[src/tvs_pkg.sv]
// Shared types, constants and helpers for the trilinear volume sampler.
`default_nettype none
package tvs_pkg;

    localparam int MAX_DIM     = 64;
    localparam int FRAC_BITS   = 8;
    localparam int DIM_W       = $clog2(MAX_DIM) + 1;
    localparam int IDX_W       = $clog2(MAX_DIM);
    localparam int ADDR_W      = 3 * IDX_W;
    localparam int STORE_DEPTH = MAX_DIM * MAX_DIM * MAX_DIM;
    localparam int DXY_W       = 2 * IDX_W + 1;
    localparam int COORD_W     = 14;
    localparam int WF_W        = FRAC_BITS + 1;
    localparam int PW_W        = 2 * FRAC_BITS + 1;
    localparam int W_W         = 3 * FRAC_BITS + 1;
    localparam int PROD_W      = W_W + 8;
    localparam int SUM_W       = PROD_W + 3;
    localparam int VAL_W       = 16;
    localparam int QDEPTH      = 4;
    localparam int QPTR_W      = $clog2(QDEPTH);
    localparam int QCNT_W      = QPTR_W + 1;
    localparam int ODEPTH      = 4;
    localparam int OPTR_W      = $clog2(ODEPTH);
    localparam int OCNT_W      = OPTR_W + 1;
    localparam int NBR         = 8;

    localparam logic [1:0] CFG_DIM_X = 2'd0;
    localparam logic [1:0] CFG_DIM_Y = 2'd1;
    localparam logic [1:0] CFG_DIM_Z = 2'd2;

    localparam logic KIND_WRITE  = 1'b0;
    localparam logic KIND_SAMPLE = 1'b1;

    // One request after classification and address generation.
    typedef struct packed {
        logic                       kind;
        logic [ADDR_W-1:0]          base;
        logic [7:0]                 wval;
        logic                       oor;
        logic                       sx;
        logic [DIM_W-1:0]           syoff;
        logic [DXY_W-1:0]           szoff;
        logic [WF_W-1:0]            fx;
        logic [WF_W-1:0]            gx;
        logic [3:0][PW_W-1:0]       pw;
    } t_job;

    // Clamp a dimension register into 1..MAX_DIM.
    function automatic logic [DIM_W-1:0] eff_dim(input logic [DIM_W-1:0] d);
        logic [DIM_W-1:0] r;
        r = d;
        if (d == '0) r = DIM_W'(1);
        else if (d > DIM_W'(MAX_DIM)) r = DIM_W'(MAX_DIM);
        return r;
    endfunction

endpackage
`default_nettype wire

[src/tvs_queue.sv]
// Short request queue between the front end and the back end.
`default_nettype none
module tvs_queue import tvs_pkg::*; (
    input  wire logic              i_clk,
    input  wire logic              i_rst_n,
    input  wire logic              i_push,
    input  wire t_job              i_job,
    input  wire logic              i_pop,
    output logic                   o_valid,
    output t_job                   o_job,
    output logic [QCNT_W-1:0]      o_count
);

    t_job              r_q [QDEPTH];
    logic [QPTR_W-1:0] r_wp, r_rp;
    logic [QCNT_W-1:0] r_cnt;

    always_ff @(posedge i_clk) begin
        if (!i_rst_n) begin
            r_wp  <= '0;
            r_rp  <= '0;
            r_cnt <= '0;
        end else begin
            if (i_push) r_wp <= r_wp + QPTR_W'(1);
            if (i_pop)  r_rp <= r_rp + QPTR_W'(1);
            r_cnt <= r_cnt + QCNT_W'(i_push) - QCNT_W'(i_pop);
        end
        if (i_push) r_q[r_wp] <= i_job;
    end

    assign o_valid = (r_cnt != '0);
    assign o_job   = r_q[r_rp];
    assign o_count = r_cnt;

endmodule
`default_nettype wire

[config.mk]
export PLATFORM = sky130hd
export DESIGN_NAME = tvs_queue
export DESIGN_NICKNAME = d
export VERILOG_FILES = /design/src/tvs_pkg.sv /design/src/tvs_queue.sv
export SDC_FILE = /design/constraint.sdc
export NUM_CORES = 1
export LEC_CHECK = 0
export BUFFER_PORTS_ARGS = -buffer_cell sky130_fd_sc_hd__buf_4
export CAP_MARGIN = 25
export CORE_UTILIZATION = 61
export DETAILED_ROUTE_END_ITERATION = 8
export PLACE_DENSITY = 0.82
export SYNTH_ARGS = -nofsm -noshare
export SYNTH_HDL_FRONTEND = slang
export SYNTH_SLANG_ARGS = --single-unit
[constraint.sdc]
create_clock -name i_clk -period 11.38 [get_ports i_clk]
set_input_delay 1.138 -clock i_clk [delete_from_list [all_inputs] [get_ports i_clk]]
set_output_delay 1.138 -clock i_clk [all_outputs]
set_load 0.02 [all_outputs]
* Yosys cells after proc, flatten, opt, wreduce, memory -nomap -nowiden
Memories as Yosys holds them, arrays and structs flattened. A register that Yosys moved wholly into a read port is not among the register bits.
Cells that the tools add are included.
** Word-level totals
- Memory bits (writable) :: 540
- Output and inout port bits :: 139
- Input bits :: 139
- Memories :: 1
- Bits in registers :: 7
- Word-level logic and storage cells :: 13
** Operators by class
- $add $sub $neg :: 4
- Multiplexer cells :: 4
- Reduce and logical (&&, ||, !) cells :: 1
** Memories
- r_q :: words 4, bits a word 135, read ports 1, clocked after memory_dff 1, wr ports 1, RTL line tvs_queue.sv:14 : t_job r_q [QDEPTH];
** Operators by type and width (number)
- adder 2 x 1 -> 2 bit, second input constant :: 2
- two-way mux 2 bit :: 2
- adder 3 x 1 -> 3 bit :: 1
- nonzero test 3 bit :: 1
- subtractor 3 x 1 -> 3 bit :: 1
- two-way mux 1 bit :: 2

* Logic depth before layout (Yosys ltp)
- Word-level depth :: 3
- Mapped depth :: 7

* Worst setup path after synthesis
OpenSTA, ideal clock, no wires.
- Path kind :: input port to flip-flop
- From :: input i_push
- To :: memory r_q[0][0] (netlist bit), enable pin
- Data arrival time :: 4227 ps
- Stages on the path :: 1
- Path slack :: 6643 ps
- Buffers on the path :: 0
- Cell sequence :: and2_1
** Between the ends
- Cells in the longest elaborated chain, start to end :: 2
** RTL lines
- start: declaration :: RTL line tvs_queue.sv:6 : input wire logic i_push,
- two-way mux 1 bit :: RTL line tvs_queue.sv:28 : if (i_push) r_q[r_wp] <= i_job;
- two-way mux 1 bit (not written as such) :: RTL line tvs_queue.sv:28
- end: declaration :: RTL line tvs_queue.sv:14
No other way between the ends.

==> key figures <==
Run status
  • Outcome: complete, no violations

Placement
  • Number of port buffers: about 280
  • Placer Congestion: ~0.76
  • DP Cell Count: about 1400
  • Post-DP HPWL: between 20000 and 25000 um
  • DP Area: between 20000 and 25000 um2

Floorplan
  • I/O Pins: around 280
  • Width of the die: 183 um
  • CORE AREA: around 32000 um2
  • Site Rows: 65
  • Die Footprint: approximately 33000 um2
  • Die Y: about 180 um
  • Initial core utilization: 0.625

Worst setup path
  • R2r worst-path depth: 5
  • Worst endpoint required time: ~10 ns
  • Crit-path leading delay family: buffers and inverters
  • Critical path, cell by cell: buf_4, buf_4, mux4_2, buf_4
  • Buf+Inv Stages, Crit Path: 3
  • Stages on the worst setup path: 4
  • CP arrival: 3.35 ns
  • Slowest stage delay, CP: a little over 0.7 ns
  • Max FO, Critical Path: 53
  • Crit Path Category: register to primary output
  • CP Launch Type: register
  • CP max-delay cell: buf_4
  • Cell mode on critical path: buf_4
  • Kind of end point of the critical path: primary output

STA
  • RSZ-0062 raised after global routing: no
  • Final hold violations: 0
  • Final period utilization: 0.394
  • Worst hold slack: between 0.5 and 0.6 ns
  • Tmin final: 4.48 ns
  • Max Fclk: between 0.2 and 0.25 GHz
  • Setup TNS: 0 ns
  • Max_slew headroom: 0.338
  • Least-Margin Pin Slew: 0.994 ns
  • Final setup viols: 0
  • Worst Skew: 0.0173 ns
  • Fin. max-slew vios: 0

Synth
  • Top-count cell post-synth: edfxtp_1
  • Synth Net Count: between 800 and 900
  • Top cells by count, synth: 540 x edfxtp_1, 135 x mux4_2, 15 x buf_2, 9 x dfxtp_1
  • Synth Instances: between 700 and 800
  • Synth Flop Type: edfxtp_1
  • Unique masters post-synth: 20
  • Area leader, netlist: edfxtp_1
  • Syn Area/Cell: between 20 and 30 um2
  • Post-synthesis sequential area ratio: 0.825
  • Mapped Area: just under 20000 um2
  • Post-synthesis register bit count: 549
  • EDFF count, synth: 540
  • Yosys top cell area share: 0.816
  • Largest cells by area after synthesis: edfxtp_1 82%, mux4_2 15%, dfxtp_1 0.91%
  • Syn. warnings: 0
  • Async set or reset register ratio after synthesis: 0

GRT
  • Initial antenna violation count: 1
  • Largest net degree at the start of global routing: 67
  • Remaining Overflow, GRT: 0
  • Total global-route track usage: 0.229
  • First-pass GRT wire length: roughly 56000 um
  • Vias in the first global route: approximately 9400

CTS
  • Number of buffers created by CTS: 51
  • TritonCTS clock tree: done
  • H-tree levels: 2
  • Clk sinks: 549
  • Root Buffer: clkbuf_16
  • Clock Pin Slew Worst Setup and Hold Paths: 0.06 ns
  • Post-CTS Setup Bufs: 0
  • Clk buf depth: 3
  • Skew-Pair Late Insertion Delay: approximately 0.55 ns
  • CTS hold repair buffers: 0
  • CTS resizes: 0

Finish
  • P&R area growth vs syn: 21.1%
  • Finished Cell Area: between 20000 and 25000 um2
  • Layout Nets: ~1200
  • Final core utilization: 0.757
  • Non-Filler Instances: 1535
  • Share of cells above drive strength 1: 0.457

Routing
  • Via count: roughly 9000
  • Iter 0 DRT Violations: just under 700
  • Routed length per instance: around 24 um
  • Routed WL: about 37000 um
  • Final ANT Viol Nets: 0
  • Vias per cell: between 5 and 6
  • Drt drc: 0
  • Total iterations of the first detailed-routing run: 5

Pwr
  • Lkg Pwr: 8.12 nW
  • VDD IR max: about 0.14 mV
  • Pwr dens: about 190 nW/um2

Min path
  • Hold depth: 2
  • HP Class: register to register

Flow run
  • Max-capacitance violation count: 0
power breakdown:
group / leakage [nW] / internal [mW] / switching (mW)
Sequential: 5.04 / 2.33 / 0.0372
Clock: 0.775 / 0.930 / 0.679
Combinational: 2.30 / 0.246 / 0.280
Total: 8.12 / 3.50 / 0.996
area by class of cell:
type | instances | area (um2)
clock inverter | 33 | 280
timing repair buffer | 291 | 2240
clock buffer | 58 | 1300
inverter | 7 | 26.3
antenna | 1 | 2.50
fill | 1650 | 7710
sequential | 549 | 16400
tap | 435 | 544
multi-input combinational | 161 | 3280
logic make-up (layout without fill, tap and decap cells):
| logic type | Yosys count | count (layout) | share of synthesized area |
|---|---|---|---|
| xor+xnor | 3 | 3 | 0.00208 |
| flops | 549 | 549 | 0.825 |
| simple gates | 13 | 13 | 0.00352 |
| fa+ha+maj | 7 | 7 | 0.00478 |
| buf+inv | 37 | 389 | 0.0108 |
| mux | 136 | 136 | 0.153 |
| other cells | 0 | 1 | 0 |
| compound gates | 2 | 2 | 0.000755 |
tightest hold or removal path: cells and delay by family, from the launching register on:
kind | cells | cell delay (ns)
flip-flops | 1 | 0.32
AO/OA/AOI/OAI | 1 | 0.08
AND/OR/NAND/NOR | 1 | 0.10
per-layer routing:
metal	vias to the layer above	share of wire	track usage	wire, um
li1	3851	-	-	-
met1	4601	0.39	0.308	14400
met2	377	0.49	0.364	18500
met3	58	0.10	0.0776	3730
met4	0	0.021	0.0612	797
met5	-	0	0	0
flip-flops by register name, summed over array words and instances, names as in the netlist, named ones only:
signal	count
o_count	3
r_q	540
r_rp	2
r_wp	2
worst paths after layout:
path | end | slack (ns) | startpoint
worst max-delay path | o_job[32] | 6.90 | register
worst min-delay path | register | 0.55 | r_rp[1]
worst max register to register | r_q[1][33] | 8.83 | r_wp[1]
worst min register to register | register | 0.55 | r_rp[1]
stage by stage:
stage | worst slack [ns] | power, mW
after detailed placement | 6.59 | 2.93
after global routing | 6.62 | 4.65
final | 6.90 | 4.50
after CTS | 5.97 | 4.53
after floorplan | 6.64 | 2.70
after global placement | 6.60 | 2.91
cells in the final DEF, fill, tap and decap left out, types with 2 or more instances in the layout:
cell type     n
clkinvlp_4    2
xnor2_1       2
and2_4        4
edfxtp_1    540
clkinv_2     10
nor2_1        5
dfxtp_1       7
mux4_2      135
clkinv_1     15
buf_4       288
clkbuf_16    51
ha_1          6
buf_16        3
dfxtp_4       2
clkbuf_1      7
bufinv_16     5
inv_1         7
and2_1        2
Note: power is estimated with default switching activity, not from simulation.
