--- config.mk ---
export PLATFORM = sky130hd
export DESIGN_NAME = tvs_front
export DESIGN_NICKNAME = d
export VERILOG_FILES = /design/src/tvs_pkg.sv /design/src/tvs_front.sv
export SDC_FILE = /design/constraint.sdc
export NUM_CORES = 1
export LEC_CHECK = 0
export ABC_AREA = 1
export BUFFER_PORTS_ARGS = -buffer_cell sky130_fd_sc_hd__buf_2
export CORE_UTILIZATION = 35
export CTS_BUF_LIST = sky130_fd_sc_hd__clkbuf_8
export CTS_CLUSTER_DIAMETER = 200
export CTS_CLUSTER_SIZE = 25
export DETAILED_ROUTE_END_ITERATION = 16
export GPL_TIMING_DRIVEN = 1
export PLACE_DENSITY = 0.5
export SLEW_MARGIN = 10
export SYNTH_ARGS = -nofsm -noshare
export SYNTH_HDL_FRONTEND = slang
export SYNTH_SLANG_ARGS = --single-unit
--- constraint.sdc ---
create_clock -name i_clk -period 11.35 [get_ports i_clk]
set_clock_uncertainty 0.15 [all_clocks]
set_input_delay 0.5675 -clock i_clk [delete_from_list [all_inputs] [get_ports i_clk]]
set_output_delay 0.5675 -clock i_clk [all_outputs]
set_load 0.05 [all_outputs]
--- src/tvs_pkg.sv ---
// Shared types, constants and helpers for the trilinear volume sampler.
`default_nettype none
package tvs_pkg;

    localparam int MAX_DIM     = 64;
    localparam int FRAC_BITS   = 8;
    localparam int DIM_W       = $clog2(MAX_DIM) + 1;
    localparam int IDX_W       = $clog2(MAX_DIM);
    localparam int ADDR_W      = 3 * IDX_W;
    localparam int STORE_DEPTH = MAX_DIM * MAX_DIM * MAX_DIM;
    localparam int DXY_W       = 2 * IDX_W + 1;
    localparam int COORD_W     = 14;
    localparam int WF_W        = FRAC_BITS + 1;
    localparam int PW_W        = 2 * FRAC_BITS + 1;
    localparam int W_W         = 3 * FRAC_BITS + 1;
    localparam int PROD_W      = W_W + 8;
    localparam int SUM_W       = PROD_W + 3;
    localparam int VAL_W       = 16;
    localparam int QDEPTH      = 4;
    localparam int QPTR_W      = $clog2(QDEPTH);
    localparam int QCNT_W      = QPTR_W + 1;
    localparam int ODEPTH      = 4;
    localparam int OPTR_W      = $clog2(ODEPTH);
    localparam int OCNT_W      = OPTR_W + 1;
    localparam int NBR         = 8;

    localparam logic [1:0] CFG_DIM_X = 2'd0;
    localparam logic [1:0] CFG_DIM_Y = 2'd1;
    localparam logic [1:0] CFG_DIM_Z = 2'd2;

    localparam logic KIND_WRITE  = 1'b0;
    localparam logic KIND_SAMPLE = 1'b1;

    // One request after classification and address generation.
    typedef struct packed {
        logic                       kind;
        logic [ADDR_W-1:0]          base;
        logic [7:0]                 wval;
        logic                       oor;
        logic                       sx;
        logic [DIM_W-1:0]           syoff;
        logic [DXY_W-1:0]           szoff;
        logic [WF_W-1:0]            fx;
        logic [WF_W-1:0]            gx;
        logic [3:0][PW_W-1:0]       pw;
    } t_job;

    // Clamp a dimension register into 1..MAX_DIM.
    function automatic logic [DIM_W-1:0] eff_dim(input logic [DIM_W-1:0] d);
        logic [DIM_W-1:0] r;
        r = d;
        if (d == '0) r = DIM_W'(1);
        else if (d > DIM_W'(MAX_DIM)) r = DIM_W'(MAX_DIM);
        return r;
    endfunction

endpackage
`default_nettype wire

--- src/tvs_front.sv ---
// Front end: accept requests, range-check and build addresses and pair weights.
`default_nettype none
module tvs_front import tvs_pkg::*; (
    input  wire logic               i_clk,
    input  wire logic               i_rst_n,
    input  wire logic               i_accept,
    input  wire logic               i_kind,
    input  wire logic [ADDR_W-1:0]  i_voxel_index,
    input  wire logic [7:0]         i_voxel_value,
    input  wire logic [COORD_W-1:0] i_coord_x,
    input  wire logic [COORD_W-1:0] i_coord_y,
    input  wire logic [COORD_W-1:0] i_coord_z,
    input  wire logic [DIM_W-1:0]   i_dim_x,
    input  wire logic [DIM_W-1:0]   i_dim_y,
    input  wire logic [DIM_W-1:0]   i_dim_z,
    output logic                    o_push,
    output t_job                    o_job
);

    logic                 r_v;
    logic                 r_kind;
    logic [ADDR_W-1:0]    r_idx;
    logic [7:0]           r_val;
    logic [IDX_W-1:0]     r_ix, r_iy, r_iz;
    logic [FRAC_BITS-1:0] r_fx, r_fy, r_fz;
    logic                 r_oor, r_sx, r_sy, r_sz;
    logic [DIM_W-1:0]     r_dx;
    logic [DXY_W-1:0]     r_dxy;

    logic [DIM_W-1:0]     dx, dy, dz;
    logic [IDX_W-1:0]     ix, iy, iz;
    logic [2*DIM_W-1:0]   dxy_full;
    logic [WF_W-1:0]      gy, gz, fy9, fz9;
    logic [ADDR_W+1:0]    base_full;

    assign dx = eff_dim(i_dim_x);
    assign dy = eff_dim(i_dim_y);
    assign dz = eff_dim(i_dim_z);
    assign ix = i_coord_x[FRAC_BITS +: IDX_W];
    assign iy = i_coord_y[FRAC_BITS +: IDX_W];
    assign iz = i_coord_z[FRAC_BITS +: IDX_W];
    assign dxy_full = dx * dy;

    always_ff @(posedge i_clk) begin
        if (!i_rst_n) begin
            r_v <= 1'b0;
        end else begin
            r_v <= i_accept;
        end
        if (i_accept) begin
            r_kind <= i_kind;
            r_idx  <= i_voxel_index;
            r_val  <= i_voxel_value;
            r_ix   <= ix;
            r_iy   <= iy;
            r_iz   <= iz;
            r_fx   <= i_coord_x[FRAC_BITS-1:0];
            r_fy   <= i_coord_y[FRAC_BITS-1:0];
            r_fz   <= i_coord_z[FRAC_BITS-1:0];
            // integer bits above the index width always mean out of range
            r_oor  <= ((COORD_W-FRAC_BITS+1)'(i_coord_x[COORD_W-1:FRAC_BITS])
                       >= (COORD_W-FRAC_BITS+1)'(dx))
                   || ((COORD_W-FRAC_BITS+1)'(i_coord_y[COORD_W-1:FRAC_BITS])
                       >= (COORD_W-FRAC_BITS+1)'(dy))
                   || ((COORD_W-FRAC_BITS+1)'(i_coord_z[COORD_W-1:FRAC_BITS])
                       >= (COORD_W-FRAC_BITS+1)'(dz));
            r_sx   <= (DIM_W'(ix) + DIM_W'(1)) < dx;
            r_sy   <= (DIM_W'(iy) + DIM_W'(1)) < dy;
            r_sz   <= (DIM_W'(iz) + DIM_W'(1)) < dz;
            r_dx   <= dx;
            r_dxy  <= dxy_full[DXY_W-1:0];
        end
    end

    assign fy9 = WF_W'(r_fy);
    assign fz9 = WF_W'(r_fz);
    assign gy  = WF_W'(1 << FRAC_BITS) - fy9;
    assign gz  = WF_W'(1 << FRAC_BITS) - fz9;
    assign base_full = (ADDR_W+2)'(r_iz * r_dxy) + (ADDR_W+2)'(r_iy * r_dx)
                     + (ADDR_W+2)'(r_ix);

    always_comb begin
        o_push      = r_v;
        o_job.kind  = r_kind;
        o_job.base  = (r_kind == KIND_WRITE) ? r_idx : base_full[ADDR_W-1:0];
        o_job.wval  = r_val;
        o_job.oor   = r_oor;
        o_job.sx    = r_sx;
        o_job.syoff = r_sy ? r_dx : '0;
        o_job.szoff = r_sz ? r_dxy : '0;
        o_job.fx    = WF_W'(r_fx);
        o_job.gx    = WF_W'(1 << FRAC_BITS) - WF_W'(r_fx);
        o_job.pw[0] = PW_W'(gy * gz);
        o_job.pw[1] = PW_W'(fy9 * gz);
        o_job.pw[2] = PW_W'(gy * fz9);
        o_job.pw[3] = PW_W'(fy9 * fz9);
    end

endmodule
`default_nettype wire

### Yosys cells after proc, flatten, opt, wreduce, memory -nomap -nowiden

Cells that the tools add are included.

* register bits after elaboration: 94
* latch bits: 0
* bits in writable memories: 0
* ROM bits: 0
* bits of input ports: 93
* output and inout port bits: 136
* logic and storage cells: 54
* memories: 0

* $add $sub $neg: 8
* multiply operators: 7
* div/mod/pow operators: 0
* magnitude comparators: 9
* equality and inequality tests: 0
* shifts and indexed selects: 0
* multiplexer cells: 9
* bitwise logic cells: 0
* reduce and logical (&&, ||, !) cells: 5

Operators with widths (count)
* $mux 7: 7
* $sub 9x8->9 const A: 3
* $add 6x1->7 const B: 3
* $ge 6x7->1: 3
* $gt 7x7->1 const B: 3
* $logic_not 7->1: 3
* $lt 7x7->1: 3
* $add 18x13->18: 1
* $add 18x6->18: 1
* $mul 6x13->18: 1
* $mux 18: 1
* $mul 8x9->17: 1
* $mul 9x8->17: 1
* $mul 9x9->17: 1
* $mul 8x8->16: 1
* $mul 6x7->13: 1
* $mul 7x7->13: 1
* $mux 13: 1
* $logic_or 1x1->1: 2

### Logic depth before layout (Yosys ltp)

Gate-level depths: netlist of the first run.

* depth in word-level cells: 6
* mapped depth: 25
* mapped depth without buffers: 25

### Worst setup path before layout of the first run

No wires, ideal clock.

* path kind: reg2out
* start: reg r_iz[5]
* end: out o_job[125] (netlist name)
* arrival time: 5.311 ns
* data required time: 10.633 ns
* path slack: 5.321 ns
* stages on the path, launching flop included: 18
* buffers on the path: 1
* path through: edfxtp_1 > clkbuf_1 > nand2_1 > fa_1 > inv_1 > fa_1 > fa_1 > fa_1 > inv_1 > fa_1 > inv_1 > ha_1 > nand2_1 > inv_1 > a21oi_1 > nand2_1 > xnor2_1 > o21ai_0

RTL lines
* start, declared: line tvs_front.sv:24 `logic [IDX_W-1:0] r_ix, r_iy, r_iz;`
* start signal, assigned: line tvs_front.sv:56 `r_iz <= iz;`
* end, declared: line tvs_front.sv:17 `output t_job o_job`

==> metrics.md, run 1 <==
| Metric | Value |
|---|---|
| Outcome | complete, no violations |
| Die height | 242 µm |
| Final ANT Viol Nets | 0 |
| Achievable Freq | 141 MHz |
| Routed vias | 16200 |
| Slew HR | 34.6% |
| Tightest Hold Check Type | in2reg |
| Tcrit/Tclk final | 62.7% |
| RSZ-0062 raised after global routing | false |
| Final Hold Fails | 0 |
| Final setup vio count | 0 |
| WP data arrival | 6.39 ns |
| Global placement routability congestion | 0.898 |
| Overflow after GRT | 0 |
| CTS tree | built |
| Ports | 229 |
| Finished Layout Cells | 3504 |
| Fillers | 5945 |
| Placed Area | 22100 µm² |
| Final Hold Slack | 0.129 ns |
| Clock tree root driver cell | clkbuf_8 |
| Multi-input logic area | 14600 µm² |
| Avg Inst Size Synth | 7.91 µm² |
| Post-CTS Setup Bufs | 0 |
| Pre-Repair DR Iteration Count | 5 |
| Tmin final | 7.11 ns |
| Max_cap viols | 0 |
| Routed length per instance | 15.7 µm |
| Crit path to | o_job[15] |
| First-pass GRT wire length | 89100 µm |
| Cell area after layout | 22300 µm² |
| Largest net degree at the start of global routing | 68 |
| Core Rows | 87 |
| Area share of the leading cell type in the synthesized netlist | 28.0% |
| Port bufs | 226 |
| Initial antenna violation count | 3 |
| Vias in the first global route | 16500 |
| DRC | 0 |
| CTS Sinks | 94 |
| Placeable Area | 56700 µm² |
| Slew @ Worst Pin | 0.974 ns |
| Post-cts gate resize count | 0 |
| Hold wc startpoint | i_voxel_value[6] |
| GRT Resource Usage Total | 19.2% |
| Critical-path maximum fanout | 13 |
| FF/Latch Area | 2810 µm² |
| Flops & latches, synth | 94 |
| Post-route setup TNS | 0 ns |
| Commonest cells post-synth | 653 x inv_1, 572 x nand2_1, 284 x ha_1, 282 x fa_1, 208 x nor2_1 |
| Htree depth | 3 |
| Total CTS buffers | 9 |
| Hold Path Cell Cnt | 1 |
| Layout area overhead | 10.3% |
| Leading area contributor after synthesis | fa_1 |
| Fin. max-slew vios | 0 |
| Worst setup EP type | output pin |
| Synth Instances | 2552 |
| Die area | 58700 µm² |
| Synthesis Warnings | 0 |
| Crit Path Class | reg2out |
| Vias per cell | 4.63 |
| Clock transition at path regs | 0.12 ns |
| Commonest register cell after synthesis | edfxtp_1 |
| Worst path required time | 10.63 ns |
| Share of post-route cells with drive strength above 1 | 10.6% |
| Placed Cells incl. Taps | 3487 |
| EDFF count, synth | 93 |
| Hold-fix buffers, CTS | 0 |
| Async S/R FF share, synth | 0% |
| Sequential fraction of the synthesis area | 13.9% |
| Post-detail-place hpwl | 46800 µm |
| Initial Utilization | 35.6% |
| Final nets | 3401 |
| Synth area leaders | fa_1 28%, ha_1 18%, edfxtp_1 14% |
| Most numerous cell in the Yosys netlist | inv_1 |
| Clock buffer depth | 2 |
| Critical path origin | r_fz[0] |
| Final wirelength | 55100 µm |
| Mapped Area | 20200 µm² |
| CP startpoint kind | register |
| Die width | 242 µm |
| Starting DRT DRC Count | 804 |
| Synth cell types | 49 |
[cell type report]
cell class              instances  share of cell area (%)
diodes                          1                  0.0112
multi-input cells            1737                    65.6
repair buffers                231                    5.26
clock buffers                   9                   0.556
flip-flops and latches         94                    12.6
well taps                     756                    4.24
inverters                     669                    11.3
clock inverters                 7                   0.466
[stage by stage]
stage | setup WS (ns) | utilization (%)
floorplan | 5.32 | -
global placement | 4.87 | 38.9
detailed placement | 4.83 | 38.9
CTS | 4.25 | 39.3
global route | 3.86 | 39.3
finish | 4.24 | 39.3
[critical path, stage by stage (launching register included)]
cell and delay [ns]:
edfxtp_1 0.66, clkinv_2 0.26, ha_1 0.28, nand2_1 0.12, nor2_4 0.05, inv_2 0.08, nand2_1 0.04, nand2_1 0.52
inv_1 0.24, nand2_1 0.15, fa_1 0.47, fa_1 0.56, inv_1 0.06, fa_1 0.54, fa_1 0.44, ha_1 0.37
a21oi_1 0.10, o21ai_0 0.36, nand2_1 0.09, nand3_1 0.11, xor2_1 0.15, buf_2 0.28
[cells by family (layout without fill, tap and decap cells)]
family	count (synthesis)	after routing	share of synthesized area [%]
AND/OR/NAND/NOR	931	931	19.0
buffers and inverters	722	916	13.7
adder cells (fa/ha/maj)	566	566	45.5
AO/OA/AOI/OAI	155	155	4.16
flip-flops	94	94	13.9
XOR/XNOR	83	83	3.64
other	1	3	0.0186
[registers in the layout, indices dropped and copies added, names as in the netlist]
register	cells
o_push	1
r_dx	7
r_dxy	13
r_fx	8
r_fy	8
r_fz	8
r_idx	18
r_ix	6
r_iy	6
r_iz	6
r_kind	1
r_oor	1
r_sx	1
r_sy	1
r_sz	1
r_val	8
[layer usage]
layer  GRT usage (%)  wire [µm]
met4            3.46        498
met3            2.35       2450
met1            29.1      28500
met2            29.2      23500
met5               0         12
[placed cells by master (no fill, tap or decap), types with 9 or more instances in the layout]
| master | instances |
|---|---|
| inv_1 | 653 |
| nand2_1 | 572 |
| ha_1 | 284 |
| fa_1 | 282 |
| buf_2 | 225 |
| nor2_1 | 208 |
| edfxtp_1 | 93 |
| nand3_1 | 72 |
| a21oi_1 | 68 |
| xor2_1 | 54 |
| o21ai_0 | 53 |
| xnor2_1 | 28 |
| nand4_1 | 19 |
| nor2_2 | 17 |
| nor3_1 | 13 |
| inv_2 | 12 |
| a31oi_1 | 10 |
| nand3b_1 | 9 |
| clkbuf_8 | 9 |
[worst min-delay path by stage]
stage | endpoint | slack [ns]
after floorplan | o_push | 0.51
after global placement | r_val[3] | 0.59
after detailed placement | r_fx[0] | 0.60
after CTS | r_fx[0] | 0.08
after global routing | r_fx[0] | 0.1
final | r_val[6] | 0.13
Power of run 1 is not shown: default switching activity piles up to over one toggle a cycle in this logic, so the estimate is an artifact.
==> run 2: changes to the inputs <==
--- a/config.mk
+++ b/config.mk
@@ -13,7 +13,7 @@
 export CTS_CLUSTER_SIZE = 25
 export DETAILED_ROUTE_END_ITERATION = 16
 export GPL_TIMING_DRIVEN = 1
-export PLACE_DENSITY = 0.5
+export PLACE_DENSITY = 0.52
 export SLEW_MARGIN = 10
 export SYNTH_ARGS = -nofsm -noshare
 export SYNTH_HDL_FRONTEND = slang
==> constraint.sdc (replaced) <==
create_clock -name i_clk -period 6.1 [get_ports i_clk]
set_clock_uncertainty 0.15 [all_clocks]
set_input_delay 0.305 -clock i_clk [delete_from_list [all_inputs] [get_ports i_clk]]
set_output_delay 0.305 -clock i_clk [all_outputs]
set_load 0.05 [all_outputs]
==> run 2 against run 1 <==
Against the previous run: global-route usage decreased by 0.25 points; worst hold slack got worse by 0.024 ns; die area unchanged; critical path depth unchanged; routed wire length decreased by 0.62%; first-iteration DRC count increased by 11%.
==> metrics.md, run 2 (synthesis gave the netlist of run 1 again) <==
| Metric | Value |
|---|---|
| Outcome | complete, no violations |
| Final Hold Fails | 0 (unchanged) |
| First-pass GRT wire length | 89300 µm (+0.15%) |
| Ports | 229 (unchanged) |
| Largest regs | r_idx: 18 flops, r_dxy: 13 flops |
| Slew @ Worst Pin | 0.842 ns (-0.133 ns) |
| CTS Sinks | 94 (unchanged) |
| Initial antenna violation count | 2 (-1) |
| Largest net degree at the start of global routing | 52 (-24%) |
| Final ANT Viol Nets | 0 (unchanged) |
| Clock tree root driver cell | clkbuf_8 |
| Share of post-route cells with drive strength above 1 | 14.3% (+3.7 points) |
| Total CTS buffers | 9 (unchanged) |
| CP startpoint kind | register |
| Vias in the first global route | 17300 (+4.9%) |
| WP data arrival | 5.43 ns (-0.96 ns) |
| Worst setup EP type | output pin |
| Worst path required time | 5.64 ns (-4.99 ns) |
| Clock transition at path regs | 0.12 ns (about the same) |
| Critical-path maximum fanout | 12 (-1) |
| Uppermost layer routed | met4 |
| Post-route setup TNS | 0 ns (unchanged) |
| Commonest non-fill, non-tap cell in the layout | inv_1 |
| Die width | 242 µm (unchanged) |
| DR WL met2 | 24600 µm (+4.5%) |
| Slew HR | 43.9% (+9.3 points) |
| Tightest Hold Check Type | in2reg |
| Crit-path cells | buf_4 -> nor3_4 -> nand4_4 -> o21ai_2 -> nand2_2 -> buf_8 -> clkinvlp_4 -> nand2_1 -> fa_1 -> inv_1 -> fa_1 -> fa_1 -> inv_1 -> fa_1 -> inv_1 -> ha_2 -> nand2_2 -> o21ai_2 -> a21oi_1 -> xnor2_1 -> buf_4 |
| Finished Layout Cells | 3639 (+3.9%) |
| Crit path largest cell delay | 0.56 ns (-0.10 ns) |
| Max_cap viols | 0 (unchanged) |
| Met3 wire length | 2490 µm (+1.6%) |
| Routed vias | 17000 (+4.7%) |
| Most flops, register | r_idx |
| Routed length per instance | 15.0 µm (-4.3%) |
| Final nets | 3537 (+4.0%) |
| Initial Utilization | 35.6% (unchanged) |
| Core Rows | 87 (unchanged) |
| Layout area overhead | 18.0% |
| Vias per cell | 4.67 (+0.79%) |
| Achievable Freq | 170 MHz |
| Fillers | 5870 (-1.3%) |
| Crit Path Class | reg2out |
| Port bufs | 226 (unchanged) |
| Most frequent cells in the layout | 648 x inv_1, 565 x nand2_1, 282 x fa_1 |
| CP max-delay cell | fa_1 |
| Tmin final | 5.89 ns |
| Placed Cells incl. Taps | 3512 (+0.72%) |
| Tcrit/Tclk final | 96.5% |
| Clock buffer depth | 2 (unchanged) |
| Largest register FFs | 18 (unchanged) |
| DRC | 0 (unchanged) |
| Die height | 242 µm (unchanged) |
| FF/Latch Area | 2810 µm² (unchanged) |
| Pre-Repair DR Iteration Count | 5 (unchanged) |
| Fin. max-slew vios | 0 (unchanged) |
| Htree depth | 3 (unchanged) |
| Post-Route M1 WL | 26800 µm (-6.2%) |
| Overflow after GRT | 0 (unchanged) |
| Post-route core utilization | 42.0% (+2.7 points) |
| GRT Resource Usage Total | 18.9% (-0.25 points) |
| Place WS | 0.354 ns (-4.48 ns) |
| Starting DRT DRC Count | 891 (+11%) |
| Multi-input logic area | 14900 µm² (+1.9%) |
| Placeable Area | 56700 µm² (unchanged) |
| Final wirelength | 54700 µm (-0.62%) |
| Post-detail-place hpwl | 45800 µm (-2.3%) |
| Global placement routability congestion | 0.865 (-3.8%) |
| Crit-path most repeated cell | fa_1 |
| Die area | 58700 µm² (unchanged) |
| Final setup vio count | 0 (unchanged) |
| Setup ws final | 0.214 ns (-4.02 ns) |
| RSZ-0062 raised after global routing | true |
| CTS tree | built |
run 2: cell count changes in the layout (fill, tap and decap cells not counted), sizes merged:
cell,previous run,this run
clkbuf,9,17
clkinvlp,0,3
inv,668,666
buf,231,289
bufinv,2,0
dlygate4sd3,0,70
run 2: path summary, 6_finish.rpt:
kind | startpoint | endpoint | slack (ns) | depth (start not counted)
max | r_fy[1] | o_job[11] | 0.21 | 21
min | i_dim_x[6] | r_dx[6] | 0.10 | 1
run 2: area by class of cell:
type | instances | share of cell area, %
repair buffers | 367 | 10.4
clock inverters | 6 | 0.184
flip-flops and latches | 94 | 11.8
diodes | 1 | 0.0105
well taps | 756 | 3.97
multi-input cells | 1737 | 62.5
inverters | 669 | 10.6
clock buffers | 9 | 0.520
run 2: repair_timing:
| item | in CTS | in global routing |
|---|---|---|
| setup endpoints to repair | 22 | 39 |
| buffers inserted | 12 | 29 |
| endpoints found under the hold margin | 70 | 0 |
| gates cloned | 0 | 0 |
| hold buffers | 70 | 0 |
| pin swaps | 4 | 9 |
| gates resized for setup | 22 | 87 |
run 2: layer usage:
| layer | global-route usage, % | vias up |
|---|---|---|
| met5 | 0 | - |
| met4 | 4.78 | 0 |
| met3 | 2.39 | 37 |
| met2 | 29.9 | 407 |
| met1 | 27.3 | 8235 |
| li1 | - | 8320 |
run 2: through the flow:
step                      hold WS [ns]  cell area (µm²)
after floorplan                  0.248            20200
after CTS                       0.0485            23300
after detailed placement         0.333            22300
final                            0.104            23800
after global routing            0.0668            23800
after global placement           0.331            22300
run 2: critical path, delay by kind of cell (launching register included):
| family | cells | cell delay [ns] |
|---|---|---|
| flip-flops | 1 | 0.40 |
| buffers and inverters | 7 | 0.95 |
| adder cells (fa/ha/maj) | 5 | 2.24 |
| XOR/XNOR | 1 | 0.31 |
| AO/OA/AOI/OAI | 3 | 0.42 |
| AND/OR/NAND/NOR | 5 | 0.67 |
Power of run 2 is left out for the same reason.
